$ cat src/rtl/assert_macros.svh
// Assertion macros shared by the terrain face builder RTL.
`ifndef ASSERT_MACROS_SVH
`define ASSERT_MACROS_SVH

// Same-cycle implication, disabled while reset is low.
`define TZFB_ASSERT_IMPL(label, clk, rstn, ante, cons, msg) \
    label: assert property (@(posedge clk) disable iff (!(rstn)) (ante) |-> (cons)) \
        else $error(msg);

// Next-cycle implication, disabled while reset is low.
`define TZFB_ASSERT_NEXT(label, clk, rstn, ante, cons, msg) \
    label: assert property (@(posedge clk) disable iff (!(rstn)) (ante) |=> (cons)) \
        else $error(msg);

`endif

$ cat src/rtl/tzfb_pkg.sv
// Types, constants and helpers of the terrain zone face builder.
`timescale 1ns / 1ps
`default_nettype none

package tzfb_pkg;

    localparam int CELLS_PER_ZONE = 8;
    localparam int MAX_MAP_SIZE   = 248;

    // Configuration register indexes.
    localparam logic [1:0] REG_MAP_SIZE     = 2'd0;
    localparam logic [1:0] REG_CELL_SPACING = 2'd1;
    localparam logic [1:0] REG_HEIGHT_SCALE = 2'd2;

    localparam logic [7:0]  MAP_SIZE_RST     = 8'd64;
    localparam logic [15:0] CELL_SPACING_RST = 16'd256;
    localparam logic [15:0] HEIGHT_SCALE_RST = 16'd256;

    localparam logic [23:0] RADIUS_SAT = 24'hFF_FFFF;

    localparam int IN_TDATA_W  = 80;
    localparam int OUT_TDATA_W = 136;

    localparam int SQRT_IN_W  = 64;
    localparam int SQRT_OUT_W = 32;
    localparam int DIV_NUM_W  = 45;
    localparam int DIV_DEN_W  = 31;
    localparam int DIV_Q_W    = 15;

    // Corner codes: bit 0 steps the column, bit 1 the row.
    localparam logic [1:0] CORNER_NW = 2'd0;
    localparam logic [1:0] CORNER_NE = 2'd1;
    localparam logic [1:0] CORNER_SW = 2'd2;
    localparam logic [1:0] CORNER_SE = 2'd3;

    // Normal component codes.
    localparam logic [1:0] COMP_X = 2'd0;
    localparam logic [1:0] COMP_Y = 2'd1;
    localparam logic [1:0] COMP_Z = 2'd2;

    localparam logic TRI_FIRST  = 1'b0;
    localparam logic TRI_SECOND = 1'b1;

    typedef struct packed {
        logic       load;
        logic       corner_mul;
        logic       corner_sq;
        logic       corner_root;
        logic       radius_upd;
        logic       norm_mul1;
        logic       norm_mul2;
        logic       norm_shift;
        logic       norm_sq;
        logic       norm_root;
        logic       len_latch;
        logic       div_start;
        logic       q_latch;
        logic       emit;
        logic [1:0] corner;
        logic       tri_sel;
        logic [1:0] comp;
    } tzfb_cmd_t;

    typedef struct packed {
        logic root_done;
        logic div_done;
    } tzfb_sts_t;

    function automatic logic signed [8:0] hdiff(input logic [7:0] x, input logic [7:0] y);
        hdiff = $signed({1'b0, x}) - $signed({1'b0, y});
    endfunction

    function automatic logic [7:0] hmag(input logic signed [8:0] d);
        logic [8:0] m;
        m = d[8] ? (~d + 9'd1) : d;
        hmag = m[7:0];
    endfunction

endpackage

`default_nettype wire

$ cat src/rtl/tzfb_ctrl.sv
// Controller: sequences corners, normals and output words of one cell.
`timescale 1ns / 1ps
`default_nettype none

module tzfb_ctrl
    import tzfb_pkg::*;
(
    input  logic      aclk,
    input  logic      aresetn,
    input  logic      s_tvalid,
    output logic      s_tready,
    output logic      m_tvalid,
    input  logic      m_tready,
    output tzfb_cmd_t cmd,
    input  tzfb_sts_t sts
);

    typedef enum logic [3:0] {
        ST_IDLE, ST_C_MUL, ST_C_SQ, ST_C_ROOT, ST_C_WAIT,
        ST_N_MUL1, ST_N_MUL2, ST_N_SHIFT, ST_N_SQ, ST_N_ROOT, ST_N_WAIT,
        ST_N_DIV, ST_N_DWAIT, ST_EMIT
    } state_t;

    state_t     state_reg, state_next;
    logic [1:0] corner_reg, corner_next;
    logic       tri_reg, tri_next;
    logic [1:0] comp_reg, comp_next;
    logic       valid_reg, valid_next;
    logic       out_free;

    assign out_free = !valid_reg || m_tready;

    always_comb begin
        state_next  = state_reg;
        corner_next = corner_reg;
        tri_next    = tri_reg;
        comp_next   = comp_reg;
        valid_next  = valid_reg && !m_tready;
        cmd         = '0;
        cmd.corner  = corner_reg;
        cmd.tri_sel = tri_reg;
        cmd.comp    = comp_reg;
        unique case (state_reg)
            ST_IDLE: begin
                if (s_tvalid) begin
                    cmd.load    = 1'b1;
                    corner_next = CORNER_NW;
                    state_next  = ST_C_MUL;
                end
            end
            ST_C_MUL: begin
                cmd.corner_mul = 1'b1;
                state_next     = ST_C_SQ;
            end
            ST_C_SQ: begin
                cmd.corner_sq = 1'b1;
                state_next    = ST_C_ROOT;
            end
            ST_C_ROOT: begin
                cmd.corner_root = 1'b1;
                state_next      = ST_C_WAIT;
            end
            ST_C_WAIT: begin
                if (sts.root_done) begin
                    cmd.radius_upd = 1'b1;
                    if (corner_reg == CORNER_SW) begin
                        tri_next   = TRI_FIRST;
                        state_next = ST_N_MUL1;
                    end else if (corner_reg == CORNER_SE) begin
                        tri_next   = TRI_SECOND;
                        state_next = ST_N_MUL1;
                    end else begin
                        corner_next = corner_reg + 2'd1;
                        state_next  = ST_C_MUL;
                    end
                end
            end
            ST_N_MUL1: begin
                cmd.norm_mul1 = 1'b1;
                state_next    = ST_N_MUL2;
            end
            ST_N_MUL2: begin
                cmd.norm_mul2 = 1'b1;
                state_next    = ST_N_SHIFT;
            end
            ST_N_SHIFT: begin
                cmd.norm_shift = 1'b1;
                state_next     = ST_N_SQ;
            end
            ST_N_SQ: begin
                cmd.norm_sq = 1'b1;
                state_next  = ST_N_ROOT;
            end
            ST_N_ROOT: begin
                cmd.norm_root = 1'b1;
                state_next    = ST_N_WAIT;
            end
            ST_N_WAIT: begin
                if (sts.root_done) begin
                    cmd.len_latch = 1'b1;
                    comp_next     = COMP_X;
                    state_next    = ST_N_DIV;
                end
            end
            ST_N_DIV: begin
                cmd.div_start = 1'b1;
                state_next    = ST_N_DWAIT;
            end
            ST_N_DWAIT: begin
                if (sts.div_done) begin
                    cmd.q_latch = 1'b1;
                    if (comp_reg == COMP_Z) begin
                        state_next = ST_EMIT;
                    end else begin
                        comp_next  = comp_reg + 2'd1;
                        state_next = ST_N_DIV;
                    end
                end
            end
            ST_EMIT: begin
                if (out_free) begin
                    cmd.emit   = 1'b1;
                    valid_next = 1'b1;
                    if (tri_reg == TRI_FIRST) begin
                        corner_next = CORNER_SE;
                        state_next  = ST_C_MUL;
                    end else begin
                        state_next = ST_IDLE;
                    end
                end
            end
            default: state_next = ST_IDLE;
        endcase
    end

    always_ff @(posedge aclk) begin
        if (!aresetn) begin
            state_reg  <= ST_IDLE;
            corner_reg <= CORNER_NW;
            tri_reg    <= TRI_FIRST;
            comp_reg   <= COMP_X;
            valid_reg  <= 1'b0;
        end else begin
            state_reg  <= state_next;
            corner_reg <= corner_next;
            tri_reg    <= tri_next;
            comp_reg   <= comp_next;
            valid_reg  <= valid_next;
        end
    end

    assign s_tready = (state_reg == ST_IDLE);
    assign m_tvalid = valid_reg;

endmodule

`default_nettype wire

$ cat config.mk
export PLATFORM = sky130hd
export DESIGN_NAME = tzfb_ctrl
export DESIGN_NICKNAME = d
export VERILOG_FILES = /design/src/rtl/assert_macros.svh /design/src/rtl/tzfb_pkg.sv /design/src/rtl/tzfb_ctrl.sv
export SDC_FILE = /design/constraint.sdc
export NUM_CORES = 1
export LEC_CHECK = 0
export BUFFER_PORTS_ARGS = -buffer_cell sky130_fd_sc_hd__buf_2
export CAP_MARGIN = 15
export CELL_PAD_IN_SITES_DETAIL_PLACEMENT = 2
export CELL_PAD_IN_SITES_GLOBAL_PLACEMENT = 2
export CORE_MARGIN = 4
export CORE_UTILIZATION = 31
export CTS_BUF_LIST = sky130_fd_sc_hd__clkbuf_2 sky130_fd_sc_hd__clkbuf_4 sky130_fd_sc_hd__clkbuf_8
export CTS_CLUSTER_SIZE = 24
export DETAILED_ROUTE_END_ITERATION = 10
export PLACE_DENSITY = 0.92
export SETUP_SLACK_MARGIN = 0.5
export SLEW_MARGIN = 0
export SYNTH_ARGS = -nofsm -noshare
export SYNTH_HDL_FRONTEND = slang
export SYNTH_SLANG_ARGS = --single-unit
$ cat constraint.sdc
create_clock -name aclk -period 5.77 [get_ports aclk]
set_clock_uncertainty 0.2 [all_clocks]
set_input_delay 1.154 -clock aclk [delete_from_list [all_inputs] [get_ports aclk]]
set_output_delay 1.154 -clock aclk [all_outputs]
set_load 0.1 [all_outputs]
==> results_dict.tcl <==
set metrics [dict create \
    outcome "finished, final reports clean" \
    wl_per_cell_um 17.61 \
    insertion_delay_ns 0.26 \
    grt_max_degree 23 \
    worst_pin_slew_ns 0.7668 \
    syn_nets 119 \
    swShare_pct 46.42 \
    crit_path_max_incr_delay_ns 0.80 \
    ys.flop_type "dfxtp_1" \
    syn-instance-count 110 \
    hpwl_um 2104 \
    fillers 324 \
    path_delay_family "flip-flops" \
    grt_pass1_vias 971 \
    synth_area_sq_um 882.1 \
    nets 140 \
    timing.critical_path.slowest_stage_cell "dfxtp_1" \
    floorplan.initialDensity_pct 32.27 \
    period_share_pct 61.73 \
    ys_types 42 \
    syn_to_final_growth_pct 13.33 \
    post_cts_buffers 0 \
    cts_tree "yes" \
    p_switching_uw 101.6 \
    combPwrFrac_pct 38.5 \
    cts_max_level 1 \
    power.leakage_nw 0.4279 \
    crit_chain "or4b_4, nor2_4, buf_2" \
    fp.dieW_um 61.34 \
    start_kind "flip-flop" \
    overflow 0 \
    synth-simple-area-share_pct 36.74 \
    die_h_um 61.34 \
    setup_viol 0 \
    ir_drop_uv 84.62 \
    wl_um 2818 \
    ios 27 \
    grt_pass1_wl_um 4636 \
    finalSetupTns_ns 0 \
    cts_root_buf "clkbuf_4" \
    route.detailed.drc 0 \
    layout.cells.non_filler 160 \
    dr.first_iter.drc_count 37 \
    core_sq_um 2734 \
    numCtsBuffers 3 \
    power_density_nw_per_um2 219.0 \
    vias 870 \
    synth_compound_area_share_pct 17.30 \
    multi_input_area_sq_um 589.3 \
    synth_top_family_by_area "simple AND/OR/NAND/NOR gates" \
    worstSetupPathType "flip-flop to primary output" \
    slew_viol_final 0 \
    endpoint_kind "primary output" \
    diodes 0 \
    intPower_uw 117.3 \
    cts.clk_slew.worst_paths_ns 0.07 \
    ant_nets 0 \
    yosys_warnings 0 \
    antenna_found_initial 0 \
    synth_xor_area_share_pct 0.9929 \
    hold_violations 0 \
    maxSlewHeadroom_pct 48.81 \
    yosys.area_share.adder_pct 4.255 \
    postCtsHoldBufs 0 \
    timing.rr.start "state_reg[2]" \
    ys_seq_area_share_pct 22.70 \
    ys_ff_latch 10 \
    placed_cells 157 \
    clockBufferDepth 2 \
    synth_edf_count 0 \
    p_seq_share_pct 38.4 \
    worst_ep_required_time_ns 4.42 \
    io_buffers 26 \
    largest_register_ffs 4 \
    hp-start "corner_reg[1]" \
    clkSinkCount 10 \
    p_clk_share_pct 23.1 \
    max_cap_viol_count 0 \
    drive_gt1_share_pct 28.68 \
    drt-pass1-iter-count 4 \
    crit_buf_inv 1 \
    place_congestion 0.8150 \
    rows 19 \
    rsz0062_at_grt "no" \
    period_minus_slack_ns 3.562 \
    regArea_sq_um 200.2 \
    grt_util_all_layers_pct 16.57 \
    max_freq_ghz 0.2808 \
    syn_area_per_cell_sq_um 8.019 \
    viasPerCell 5.438 \
    die_area_sq_um 3763 \
    muxShareOfSynthArea_pct 6.809 \
    cts-resized-gates 0 \
    startpoint "state_reg[2]" \
    crit_fanout 22 \
    synthArstFlopShare_pct 0 \
    hold_class "flip-flop to flip-flop" \
    arrival_ns 2.21 \
]
layout make-up:
cell class	count	area share, %
repair buffers	26	13.02
flip-flops and latches	10	20.03
clock buffers	3	2.253
multi-input cells	85	58.95
well taps	31	3.880
inverters	5	1.877
per-layer routing:
metal  track usage (%)  vias to the layer above  share of wire, %
met4             3.636                        0              0.43
met5                 0                        -                 0
met3             2.516                        2               3.7
met2             31.12                       15                55
li1                  -                      424                 -
met1             19.70                      429                41
through the flow:
stage	hold slack [ns]	total power [mW]	setup WS [ns]	util, %	instance area (sq um)
after floorplan	0.3145	0.1585	1.066	-	888.4
after global placement	0.2817	0.1657	2.482	35.74	977.2
after detailed placement	0.3161	0.1699	2.445	35.74	977.2
after CTS	0.3273	0.2206	2.213	36.57	999.7
after global routing	0.3488	0.2311	2.067	36.57	999.7
final	0.3199	0.2189	2.208	36.57	999.7
cells by family (layout without fill, tap and decap cells):
family / count (synthesis) / count (layout)
AND/OR/NAND/NOR: 56 / 56
AO/OA/AOI/OAI: 19 / 19
buffers and inverters: 15 / 34
flip-flops: 10 / 10
multiplexers: 6 / 6
adder cells (fa/ha/maj): 3 / 3
XOR/XNOR: 1 / 1
synth_stat cells (2+ instances only):
cell type	number	area share, %
ha_1	3	4.3
nand2b_1	7	5.0
dfxtp_1	10	23
o21a_1	2	1.7
buf_4	2	1.7
nand2_1	12	5.1
mux2i_1	6	6.8
buf_2	2	1.1
nor2_1	16	6.8
nor3_1	5	2.8
a21oi_1	4	2.3
clkbuf_1	2	0.85
o21ai_0	4	2.3
buf_6	3	3.8
inv_1	5	2.1
layout by cell type (no fill, tap or decap), types with 2 or more instances in the layout:
master	count
o21a_1	2
inv_1	5
nand2b_1	7
nor2_1	16
ha_1	3
mux2i_1	6
buf_2	26
o21ai_0	4
a21oi_1	4
clkbuf_4	3
dfxtp_1	10
nor3_1	5
nand2_1	12
worst reg2reg max path, stage by stage, from the launching register on:
cell and delay [ns]:
dfxtp_1 0.80, or3b_4 0.48, a2111oi_4 0.43, mux2i_1 0.27, nor2_1 0.06
path summary, 6_finish.rpt:
check / depth (start not counted) / slack, ns / end
setup / recovery: 3 / 2.21 / cmd[14]
hold / removal: 2 / 0.32 / corner_reg[1]
hold reg to reg: 2 / 0.32 / corner_reg[1]
setup reg to reg: 4 / 3.44 / comp_reg[1]
power by group through the flow:
stage | Clock [mW] | Combinational, mW | Sequential, mW
detailed placement | 0 | 0.0841 | 0.0858
global route | 0.0563 | 0.0888 | 0.0860
global placement | 0 | 0.0810 | 0.0847
floorplan | 0 | 0.0830 | 0.0755
CTS | 0.0514 | 0.0851 | 0.0842
finish | 0.0506 | 0.0842 | 0.0841
(Power assumes the default switching activity.)
